===== config.mk =====
export PLATFORM = sky130hd
export DESIGN_NAME = generational_slot_allocator_top
export DESIGN_NICKNAME = d
export VERILOG_FILES = /design/src/rtl/gsa_pkg.sv /design/src/rtl/gsa_ctrl.sv /design/src/rtl/gsa_datapath.sv /design/src/rtl/generational_slot_allocator_top.sv
export SDC_FILE = /design/constraint.sdc
export NUM_CORES = 1
export LEC_CHECK = 0
export BUFFER_PORTS_ARGS = -buffer_cell sky130_fd_sc_hd__buf_2
export CAP_MARGIN = 20
export CORE_MARGIN = 4
export CORE_UTILIZATION = 50
export CTS_CLUSTER_SIZE = 8
export DETAILED_ROUTE_END_ITERATION = 12
export GPL_ROUTABILITY_DRIVEN = 0
export PLACE_DENSITY = 0.64
export SKIP_LAST_GASP = 1
export SYNTH_ARGS = -nofsm -noshare
export SYNTH_HDL_FRONTEND = slang
export SYNTH_SLANG_ARGS = --single-unit

===== constraint.sdc =====
create_clock -name aclk -period 5.6 [get_ports aclk]
set_input_delay 1.12 -clock aclk [delete_from_list [all_inputs] [get_ports aclk]]
set_output_delay 1.12 -clock aclk [all_outputs]
set_load 0.02 [all_outputs]

===== src/rtl/gsa_pkg.sv =====
// Shared types and codes for the generational slot allocator.
package gsa_pkg;

    // Request command codes.
    localparam logic [1:0] CMD_ALLOC = 2'd0;
    localparam logic [1:0] CMD_FREE  = 2'd1;
    localparam logic [1:0] CMD_CHECK = 2'd2;

    // Result status codes.
    localparam logic [1:0] ST_OK      = 2'd0;
    localparam logic [1:0] ST_FULL    = 2'd1;
    localparam logic [1:0] ST_INVALID = 2'd2;

    // Field widths of one request and one result.
    localparam int CMD_W    = 2;
    localparam int HIDX_W   = 4;
    localparam int HGEN_W   = 16;
    localparam int STATUS_W = 2;
    localparam int TDATA_W  = 24;

    // Commands from the controller to the datapath.
    typedef struct packed {
        logic capture;
        logic lookup;
        logic execute;
    } gsa_ctrl_t;

    // Status from the datapath to the controller.
    typedef struct packed {
        logic out_free;
    } gsa_stat_t;

endpackage


===== src/rtl/gsa_ctrl.sv =====
// Request sequencer for the generational slot allocator.
module gsa_ctrl (
    input  logic              aclk,
    input  logic              aresetn,
    input  logic              s_tvalid,
    output logic              s_tready,
    input  gsa_pkg::gsa_stat_t stat,
    output gsa_pkg::gsa_ctrl_t ctrl
);
    import gsa_pkg::*;

    localparam logic [1:0] S_IDLE   = 2'd0;
    localparam logic [1:0] S_LOOKUP = 2'd1;
    localparam logic [1:0] S_EXEC   = 2'd2;

    logic [1:0] state_reg;
    logic [1:0] state_next;

    always_comb begin
        state_next   = state_reg;
        s_tready     = 1'b0;
        ctrl.capture = 1'b0;
        ctrl.lookup  = 1'b0;
        ctrl.execute = 1'b0;
        unique case (state_reg)
            S_IDLE: begin
                s_tready = 1'b1;
                if (s_tvalid) begin
                    ctrl.capture = 1'b1;
                    state_next   = S_LOOKUP;
                end
            end
            S_LOOKUP: begin
                ctrl.lookup = 1'b1;
                state_next  = S_EXEC;
            end
            S_EXEC: begin
                // Commit only once the result register can take the beat.
                if (stat.out_free) begin
                    ctrl.execute = 1'b1;
                    state_next   = S_IDLE;
                end
            end
            default: begin
                state_next = S_IDLE;
            end
        endcase
    end

    always_ff @(posedge aclk) begin
        if (!aresetn) begin
            state_reg <= S_IDLE;
        end else begin
            state_reg <= state_next;
        end
    end

`ifndef SYNTH
    a_one_at_a_time: assert property (@(posedge aclk) disable iff (!aresetn)
        (s_tvalid && s_tready) |=> !s_tready)
        else $error("request accepted while another is in flight");
    a_lookup_then_exec: assert property (@(posedge aclk) disable iff (!aresetn)
        ctrl.lookup |=> (state_reg == S_EXEC))
        else $error("lookup not followed by execute state");
    a_exec_waits: assert property (@(posedge aclk) disable iff (!aresetn)
        ctrl.execute |-> stat.out_free)
        else $error("result committed while output register is full");
`endif

endmodule


===== src/rtl/gsa_datapath.sv =====
// Slot tables, free stack, counters and result register of the allocator.
module gsa_datapath #(
    parameter int SLOTS    = 16,
    parameter int GEN_BITS = 16
) (
    input  logic                           aclk,
    input  logic                           aresetn,
    input  gsa_pkg::gsa_ctrl_t             ctrl,
    output gsa_pkg::gsa_stat_t             stat,
    input  logic [gsa_pkg::CMD_W-1:0]      in_command,
    input  logic [gsa_pkg::HIDX_W-1:0]     in_handle_index,
    input  logic [gsa_pkg::HGEN_W-1:0]     in_handle_generation,
    output logic                           m_tvalid,
    input  logic                           m_tready,
    output logic [gsa_pkg::STATUS_W-1:0]   out_status,
    output logic [gsa_pkg::HIDX_W-1:0]     out_index,
    output logic [gsa_pkg::HGEN_W-1:0]     out_generation
);
    import gsa_pkg::*;

    localparam int IW  = (SLOTS > 1) ? $clog2(SLOTS) : 1;
    localparam int CW  = IW + 1;
    localparam int XW  = (CW > HIDX_W) ? CW : HIDX_W;
    localparam int GCW = (GEN_BITS > HGEN_W) ? GEN_BITS : HGEN_W;
    localparam logic [CW-1:0] SLOTS_C = CW'(SLOTS);

    // Storage.
    logic [GEN_BITS-1:0] gen_mem [SLOTS];
    logic [IW-1:0]       stack_mem [SLOTS];
    logic [SLOTS-1:0]    alive_reg;
    logic [CW-1:0]       free_count_reg;
    logic [CW-1:0]       used_count_reg;

    // Request held across the sequence.
    logic [CMD_W-1:0]    cmd_reg;
    logic [XW-1:0]       hidx_reg;
    logic [HGEN_W-1:0]   hgen_reg;
    logic [IW-1:0]       stack_q_reg;
    logic [IW-1:0]       slot_reg;
    logic [GEN_BITS-1:0] gen_q_reg;
    logic                alive_q_reg;
    logic                in_range_reg;

    // Result register.
    logic                m_tvalid_reg;
    logic [STATUS_W-1:0] status_reg;
    logic [HIDX_W-1:0]   oidx_reg;
    logic [HGEN_W-1:0]   ogen_reg;

    logic [CW-1:0]       free_top;
    logic [IW-1:0]       lookup_addr;
    logic                live;
    logic                alloc_pop;
    logic                alloc_new;
    logic                free_ok;
    logic [GEN_BITS-1:0] gen_inc;
    logic [IW-1:0]       wr_slot;
    logic [GEN_BITS-1:0] wr_gen;
    logic                gen_we;
    logic [STATUS_W-1:0] status_next;
    logic [XW-1:0]       oidx_wide;
    logic [GCW-1:0]      ogen_wide;
    logic [GCW-1:0]      gen_q_wide;
    logic [GCW-1:0]      hgen_wide;

    assign stat.out_free = !m_tvalid_reg || m_tready;

    assign free_top    = free_count_reg - CW'(1);
    assign lookup_addr = (cmd_reg == CMD_ALLOC) ? stack_q_reg : hidx_reg[IW-1:0];

    assign gen_q_wide = GCW'(gen_q_reg);
    assign hgen_wide  = GCW'(hgen_reg);
    assign live       = in_range_reg && alive_q_reg && (gen_q_wide == hgen_wide);
    assign gen_inc    = gen_q_reg + GEN_BITS'(1);

    assign alloc_pop = (cmd_reg == CMD_ALLOC) && (free_count_reg != '0);
    assign alloc_new = (cmd_reg == CMD_ALLOC) && (free_count_reg == '0)
                       && (used_count_reg != SLOTS_C);
    assign free_ok   = (cmd_reg == CMD_FREE) && live && (free_count_reg != SLOTS_C);

    always_comb begin
        priority if (alloc_new) begin
            wr_slot = used_count_reg[IW-1:0];
            wr_gen  = '0;
        end else begin
            wr_slot = slot_reg;
            wr_gen  = gen_inc;
        end
        gen_we = ctrl.execute && (alloc_pop || alloc_new || free_ok);
    end

    always_comb begin
        unique case (cmd_reg)
            CMD_ALLOC: status_next = (alloc_pop || alloc_new) ? ST_OK : ST_FULL;
            CMD_FREE:  status_next = free_ok ? ST_OK : ST_INVALID;
            CMD_CHECK: status_next = live ? ST_OK : ST_INVALID;
            default:   status_next = ST_INVALID;
        endcase
    end

    assign oidx_wide = XW'(wr_slot);
    assign ogen_wide = GCW'(wr_gen);

    // Memories: registered reads, one write port each.
    always_ff @(posedge aclk) begin
        if (ctrl.capture) begin
            stack_q_reg <= stack_mem[free_top[IW-1:0]];
        end
        if (ctrl.lookup) begin
            gen_q_reg <= gen_mem[lookup_addr];
        end
        if (gen_we) begin
            gen_mem[wr_slot] <= wr_gen;
        end
        if (ctrl.execute && free_ok) begin
            stack_mem[free_count_reg[IW-1:0]] <= slot_reg;
        end
    end

    // Request capture and lookup results; payload needs no reset.
    always_ff @(posedge aclk) begin
        if (ctrl.capture) begin
            cmd_reg  <= in_command;
            hidx_reg <= XW'(in_handle_index);
            hgen_reg <= in_handle_generation;
        end
        if (ctrl.lookup) begin
            slot_reg     <= lookup_addr;
            alive_q_reg  <= alive_reg[lookup_addr];
            in_range_reg <= hidx_reg < XW'(used_count_reg);
        end
        if (ctrl.execute) begin
            status_reg <= status_next;
            if (alloc_pop || alloc_new) begin
                oidx_reg <= oidx_wide[HIDX_W-1:0];
                ogen_reg <= ogen_wide[HGEN_W-1:0];
            end else begin
                oidx_reg <= '0;
                ogen_reg <= '0;
            end
        end
    end

    // Control state: counters, alive bits and result valid.
    always_ff @(posedge aclk) begin
        if (!aresetn) begin
            alive_reg      <= '0;
            free_count_reg <= '0;
            used_count_reg <= '0;
            m_tvalid_reg   <= 1'b0;
        end else begin
            if (ctrl.execute) begin
                m_tvalid_reg <= 1'b1;
            end else if (m_tready) begin
                m_tvalid_reg <= 1'b0;
            end
            if (ctrl.execute) begin
                if (alloc_pop) begin
                    alive_reg[wr_slot] <= 1'b1;
                    free_count_reg     <= free_count_reg - CW'(1);
                end else if (alloc_new) begin
                    alive_reg[wr_slot] <= 1'b1;
                    used_count_reg     <= used_count_reg + CW'(1);
                end else if (free_ok) begin
                    alive_reg[wr_slot] <= 1'b0;
                    free_count_reg     <= free_count_reg + CW'(1);
                end
            end
        end
    end

    assign m_tvalid       = m_tvalid_reg;
    assign out_status     = status_reg;
    assign out_index      = oidx_reg;
    assign out_generation = ogen_reg;

`ifndef SYNTH
    a_used_bound: assert property (@(posedge aclk) disable iff (!aresetn)
        used_count_reg <= SLOTS_C)
        else $error("more slots appended than the pool holds");
    a_free_le_used: assert property (@(posedge aclk) disable iff (!aresetn)
        free_count_reg <= used_count_reg)
        else $error("free stack deeper than the appended slots");
    a_slot_balance: assert property (@(posedge aclk) disable iff (!aresetn)
        ($countones(alive_reg) + int'(free_count_reg)) == int'(used_count_reg))
        else $error("alive slots and free stack do not add up to appended slots");
`endif

endmodule


===== src/rtl/generational_slot_allocator_top.sv =====
// An accepted request steps through lookup and execute; its result beat is valid
// once the commit registers it. A new request is accepted only after the commit;
// the free-stack read, the generation read and the commit are done in turn.
// A pending result beat does not block acceptance; the commit waits for it.
// Reset (aresetn low, synchronous) empties the pool: no slot alive, counters zero.
// Top level of the generational slot allocator.
module generational_slot_allocator_top #(
    parameter int SLOTS    = 16,
    parameter int GEN_BITS = 16
) (
    input  logic                          aclk,
    input  logic                          aresetn,
    input  logic                          s_tvalid,
    output logic                          s_tready,
    // command [1:0], handle_index [5:2], handle_generation [21:6], zero [23:22]
    input  logic [gsa_pkg::TDATA_W-1:0]   s_tdata,
    output logic                          m_tvalid,
    input  logic                          m_tready,
    // status [1:0], out_index [5:2], out_generation [21:6], zero [23:22]
    output logic [gsa_pkg::TDATA_W-1:0]   m_tdata
);
    import gsa_pkg::*;

    gsa_ctrl_t           ctrl;
    gsa_stat_t           stat;
    logic [STATUS_W-1:0] out_status;
    logic [HIDX_W-1:0]   out_index;
    logic [HGEN_W-1:0]   out_generation;

    gsa_ctrl u_ctrl (
        .aclk     (aclk),
        .aresetn  (aresetn),
        .s_tvalid (s_tvalid),
        .s_tready (s_tready),
        .stat     (stat),
        .ctrl     (ctrl)
    );

    gsa_datapath #(
        .SLOTS    (SLOTS),
        .GEN_BITS (GEN_BITS)
    ) u_datapath (
        .aclk                 (aclk),
        .aresetn              (aresetn),
        .ctrl                 (ctrl),
        .stat                 (stat),
        .in_command           (s_tdata[1:0]),
        .in_handle_index      (s_tdata[5:2]),
        .in_handle_generation (s_tdata[21:6]),
        .m_tvalid             (m_tvalid),
        .m_tready             (m_tready),
        .out_status           (out_status),
        .out_index            (out_index),
        .out_generation       (out_generation)
    );

    assign m_tdata = {2'b00, out_generation, out_index, out_status};

endmodule

==> key figures, run 1 <==
Clock tree
  • Postcts setup bufs: 0
  • Reg clk slew, reported paths: 50 ps
  • Clock Sinks: between 400 and 500
  • Post-CTS Hold Buffers: 0
  • Cts repair resizes: 0
  • Root buf cell: clkbuf_16
  • H-tree Lvls: 2
  • Worst-Skew Late Latency: around 600 ps
  • CTS Buf Count: 58
  • CTS tree: built
  • Bufs on Longest Clock Path: 3

Worst setup path
  • Slowest cell on the critical path: nor2b_2
  • CP max stage delay: roughly 800 ps
  • CP Launch Type: register
  • CP required: 5820 ps
  • WP data arrival: 4130 ps
  • Max FO, Critical Path: 21
  • Crit-path cells: buf_4 -> inv_1 -> ha_1 -> or4b_4 -> nor3_4 -> mux2i_1 -> and2_1 -> nor2b_2
  • CP endpoint kind: register
  • Register-to-Register Path Depth: 8
  • Worst Path Class, Setup: register to register

Global route
  • Largest net degree at the start of global routing: 70
  • Initial antenna violation count: 1
  • Number of global-route vias before repair: 9516
  • First-pass GRT wire length: 56400 um
  • Global Route Usage Sum: between 20% and 30%
  • Global route overflow: 0

Synthesis
  • Area share of the largest cell type after synthesis: slightly below 70%
  • Top FF cell, synth: edfxtp_1
  • Top cells by area, synth: edfxtp_1, mux4_2, nand2_1, dfxtp_1, nand3_1
  • Async SR Flop Fraction: 0%
  • Post-synth EDFFs: just under 400
  • Syn Std Cell Area: 17000 um^2
  • Most numerous cell in the Yosys netlist: edfxtp_1
  • Cell count after synthesis: 1119
  • Cell taking the most area after synthesis: edfxtp_1
  • Post-synthesis sequential area ratio: 72.4%
  • Synth top cells by count: edfxtp_1, nand2_1, nor2_1, nand3_1, mux4_2
  • Syn_area_per_cell: 15.2 um^2
  • Synth cell types: 59
  • Flops & latches, synth: 419
  • Warnings, synthesis: 0

Cells and area
  • Max reg flops: 256
  • Fillers: around 2600
  • Post-route cell area: slightly below 20000 um^2
  • Largest Register: u_datapath.gen_mem
  • Register area: 12300 um^2
  • Nets@finish: 1256
  • Area of the multi-input gates: 4420 um^2
  • Area growth syn-to-layout: 15.0%
  • Share of cells above drive strength 1: 19.3%
  • ANT cells: 0

Routing
  • 1st-pass router iterations: 5
  • Routed WL: 36900 um
  • Via count: 9682
  • Iteration-0 DRC Markers: 951
  • Vias/cell: 5.74
  • Detail Route Antenna Nets: 0
  • Avg WL per Cell: ~22 um
  • Final routed DRC violation total: 0

STA
  • Slew Viols, Final: 0
  • Fmax: approximately 260 MHz
  • Setup violations, final: 0
  • Final worst-path setup slack: 1690 ps
  • Max_slew headroom: 26.1%
  • Hold Violations, Final: 0
  • Slew @ Worst Pin: 1100 ps
  • Setup total negative slack: 0 ps
  • Clock Skews: 23.5 ps
  • Clock period minus worst slack: just under 4000 ps
  • Hold WS: 495 ps
  • Tcrit/Tclk final: 69.8%
  • RSZ-0062 raised after global routing: no

Hold path
  • Worst hold path class: register to register
  • Hold Path Cell Cnt: 2

Placed design
  • Count of input and output buffers: 49
  • Final HPWL DP: approximately 23000 um
  • Post-Place Setup Slack: 1730 ps
  • Area post-placement: 17800 um^2

Die
  • Die width: between 150 and 200 um
  • Die Area: 37000 um^2
  • Core area: 33500 um^2
  • Initial Utilization: 50.6%
  • Die height: 192 um
  • Row count: 67
  • I/O Pins: 54

Run status
  • Status: completed

Power and ir drop
  • Design Power: between 7 and 8 mW
  • Power per cell area: 367 nW/um^2
  • Pleak: 6.46 nW
  • Max VDD drop: between 0.4 and 0.5 mV

Run
  • Maxcap violations: 0
-- power by group --
part,internal [mW],switching (mW),leakage [nW]
combinational,0.165,0.333,1.90
clock,1.88,1.24,0.777
sequential,3.51,0.0380,3.78
total,5.55,1.61,6.46
-- layout by cell type (no fill, tap or decap), types with 21 or more instances in the layout --
master     count
clkbuf_16     58
dfxtp_1       29
nand3_1       78
nand2_1      175
xor2_1        22
nand4_1       26
buf_4         34
edfxtp_1     390
mux4_2        54
nor2_1        96
buf_2         49
o21ai_0       21
-- path summary, 6_finish.rpt --
kind                                      from                        end  slack (ps)
setup reg to reg  u_datapath.free_count_reg[0]  u_datapath.gen_mem[11][4]        1690
hold reg to reg                       register                   register         490
hold / removal                        register                   register         490
setup / recovery  u_datapath.free_count_reg[0]  u_datapath.gen_mem[11][4]        1690
-- worst max-delay path: cells and delay by family (launching register included) --
family | cells | cell delay [ps]
adder cells (fa/ha/maj) | 1 | 250
buffers and inverters | 2 | 420
flip-flops | 1 | 290
multiplexers | 1 | 470
AND/OR/NAND/NOR | 4 | 2070
-- metal layers --
| metal | global-route usage (%) | part of all wire [%] |
|---|---|---|
| met1 | 31.2 | 47 |
| met2 | 29.1 | 43 |
| met3 | 5.07 | 8.0 |
| met4 | 4.96 | 1.6 |
| met5 | 0 | 0 |
-- through the flow --
| stage | utilization [%] | cells |
|---|---|---|
| after floorplan | - | 1120 |
| after global placement | 52.9 | 1589 |
| after detailed placement | 52.9 | 1590 |
| after CTS | 57.8 | 1671 |
| after global routing | 58.2 | 1686 |
| final | 58.2 | 1686 |
-- cells by family (layout without fill, tap and decap cells) --
| group | Yosys count | after routing | synth area share (%) |
|---|---|---|---|
| compound gates | 84 | 84 | 3.43 |
| other cells | 1 | 2 | 0.0221 |
| fa+ha+maj | 11 | 11 | 0.811 |
| flops | 419 | 419 | 72.4 |
| buf+inv | 65 | 183 | 1.74 |
| simple gates | 439 | 439 | 12.0 |
| xor+xnor | 36 | 36 | 1.86 |
| mux | 64 | 64 | 7.77 |
-- layout make-up --
class	count	area share [%]
clock buffer	77	7.85
timing repair buffer	89	3.04
clock inverter	4	0.417
multi-input combinational	636	22.6
inverter	13	0.250
tap	448	2.87
sequential	419	63.0
No activity file was read; power rests on OpenSTA's default activity.
==> inputs of run 2 (changes only) <==
==> constraint.sdc (replaced) <==
create_clock -name aclk -period 3.85 [get_ports aclk]
set_input_delay 0.77 -clock aclk [delete_from_list [all_inputs] [get_ports aclk]]
set_output_delay 0.77 -clock aclk [all_outputs]
set_load 0.02 [all_outputs]
==> run 2 against run 1 <==
- core utilization is 0.18 points higher
- worst setup slack worse by 1200 ps
- maximum frequency grew 15%
- critical path type unchanged
- largest cell class unchanged
- largest power group unchanged
- highest routed layer unchanged
==> key figures, run 2 (synthesis results as in run 1) <==
STA
  • Clock period minus worst slack: 3400 ps (-510 ps)
  • Slew Viols, Final: 0 (unchanged)
  • Tcrit/Tclk final: 88.3% (+18 points)
  • RSZ-0062 raised after global routing: no
  • Max_slew headroom: 35.4% (+9.3 points)
  • Setup total negative slack: 0 ps (unchanged)
  • Slew @ Worst Pin: 966 ps (-139 ps)
  • Fmax: 294 MHz (+15%)
  • Setup violations, final: 0 (unchanged)
  • Clock Skews: 19.6 ps (-3.91 ps)
  • Hold Violations, Final: 0 (unchanged)

Hold path
  • Hold Path Cell Cnt: 1 (-1)
  • Hold path start: s_tdata[17]
  • Hold-critical path endpoint: u_datapath.hgen_reg[11]
  • Worst hold path class: input pin to register

Clock tree
  • Postcts setup bufs: 0 (unchanged)
  • CTS tree: built
  • H-tree Lvls: 2 (unchanged)
  • Root buf cell: clkbuf_16
  • Clock Sinks: 419 (unchanged)
  • Reg clk slew, reported paths: 50 ps (about the same)
  • Bufs on Longest Clock Path: 3 (unchanged)
  • Cts repair resizes: 0 (unchanged)
  • CTS Buf Count: 58 (unchanged)
  • Worst-Skew Late Latency: 600 ps (about the same)
  • Post-CTS Hold Buffers: 0 (unchanged)

Die
  • Initial Utilization: 50.6% (unchanged)
  • Die Area: 37000 um^2 (unchanged)
  • Die height: 192 um (unchanged)
  • Row count: 67 (unchanged)
  • Core area: 33500 um^2 (unchanged)
  • Die width: 192 um (unchanged)
  • I/O Pins: 54 (unchanged)

Worst setup path
  • Reg2reg setup slack: 450 ps (-1240 ps)
  • CP required: 4050 ps (-1770 ps)
  • Crit-path most repeated cell: nor2_1
  • Reg2reg start: u_datapath.free_count_reg[1]
  • WP data arrival: 3600 ps (-530 ps)
  • Register-to-Register Path Depth: 8 (unchanged)
  • Worst Path Class, Setup: register to register
  • CP max stage delay: 790 ps (-20 ps)
  • Critical R2R Capture: u_datapath.gen_mem[0][14]
  • Max FO, Critical Path: 16 (-24%)
  • CP endpoint kind: register
  • Crit-path cells: inv_1 -> ha_1 -> or4b_4 -> nor3_4 -> nor2_1 -> nor2_4 -> nor2_1 -> nor2b_2
  • Slowest cell on the critical path: nor2b_2
  • CP Launch Type: register

Cells and area
  • Fillers: 2579 (+0.23%)
  • Area growth syn-to-layout: 15.4%
  • Nets@finish: 1264 (+0.64%)
  • Largest Register: u_datapath.gen_mem
  • Most frequent cells in the layout: edfxtp_1, nand2_1, nor2_1
  • Share of cells above drive strength 1: 19.7% (+0.42 points)
  • Register area: 12300 um^2 (unchanged)
  • ANT cells: 0 (unchanged)
  • Area of the multi-input gates: 4420 um^2 (+0.11%)
  • Commonest non-fill, non-tap cell in the layout: edfxtp_1
  • Max reg flops: 256 (unchanged)

Placed design
  • Count of input and output buffers: 49 (unchanged)
  • Final HPWL DP: 23400 um (+0.59%)

Routing
  • Routed wire length on met3: 2850 um (-3.7%)
  • Vias/cell: 5.76 (+0.25%)
  • Top Metal Used: met4
  • Routed WL: 37400 um (+1.4%)
  • Iteration-0 DRC Markers: 965 (+1.5%)
  • Met1 WL: 17600 um (+1.4%)
  • Final routed DRC violation total: 0 (unchanged)
  • Via count: 9758 (+0.78%)
  • Avg WL per Cell: 22.1 um (+0.82%)
  • Met2 WL: 16400 um (+1.9%)
  • 1st-pass router iterations: 5 (unchanged)
  • Detail Route Antenna Nets: 0 (unchanged)

Global route
  • Number of global-route vias before repair: 9487 (-0.30%)
  • Global route overflow: 0 (unchanged)
  • Initial antenna violation count: 0 (-1)
  • Largest net degree at the start of global routing: 70 (unchanged)
  • First-pass GRT wire length: 57500 um (+1.9%)
  • Global Route Usage Sum: 20.6% (+0.43 points)

Run status
  • Status: completed

Power and ir drop
  • Pleak: 6.50 nW (+0.65%)
  • Max VDD drop: 0.421 mV (+1.3%)
  • Power per cell area: 533 nW/um^2 (+45%)
  • Design Power: 10.4 mW (+46%)

Run
  • Maxcap violations: 0 (unchanged)
[run 2: metrics by stage]
stage | setup WS, ps | hold slack, ps | util, % | instance area, um^2 | std cells
6_report | 452 | 356 | 58.4 | 19600 | 1695
5_1_grt | 268 | 327 | 58.4 | 19600 | 1695
4_1_cts | 360 | 329 | 57.9 | 19400 | 1678
3_5_place_dp | 392 | 466 | 53.1 | 17800 | 1596
3_3_place_gp | 463 | 460 | 53.1 | 17800 | 1596
2_1_floorplan | 265 | 437 | - | 17000 | 1120
[run 2: cell type report]
class / instances / area share (%)
multi-input cells: 636 / 22.6
inverters: 13 / 0.249
well taps: 448 / 2.86
clock buffers: 79 / 7.92
flip-flops and latches: 419 / 62.8
clock inverters: 3 / 0.300
repair buffers: 97 / 3.33
[run 2: worst max path at each step]
stage / startpoint / endpoint / slack, ps / cells past startpoint
detailed placement: u_datapath.free_count_reg[1] / u_datapath.gen_mem[4][6] / 390 / 8
CTS: u_datapath.free_count_reg[1] / u_datapath.gen_mem[4][10] / 360 / 8
floorplan: u_datapath.free_count_reg[0] / u_datapath.gen_mem[11][0] / 270 / 10
global placement: u_datapath.free_count_reg[1] / u_datapath.gen_mem[4][12] / 460 / 8
finish: u_datapath.free_count_reg[1] / u_datapath.gen_mem[0][14] / 450 / 8
global route: u_datapath.free_count_reg[1] / u_datapath.gen_mem[0][8] / 270 / 8
[run 2: critical path, delay by kind of cell, from the launching register on]
family / cells / cell delay (ps)
buf+inv: 1 / 130
simple gates: 6 / 2260
flops: 1 / 370
fa+ha+maj: 1 / 240
[run 2: per-layer routing]
| layer | track usage (%) | vias to the layer above |
|---|---|---|
| met2 | 29.8 | 341 |
| met4 | 4.94 | 0 |
| met1 | 32.6 | 4913 |
| met5 | 0 | - |
| li1 | - | 4449 |
| met3 | 4.16 | 55 |
[run 2: power breakdown]
group / switching, mW / internal, mW
sequential: 0.0573 / 5.10
combinational: 0.483 / 0.245
clock: 1.79 / 2.76
total: 2.33 / 8.11
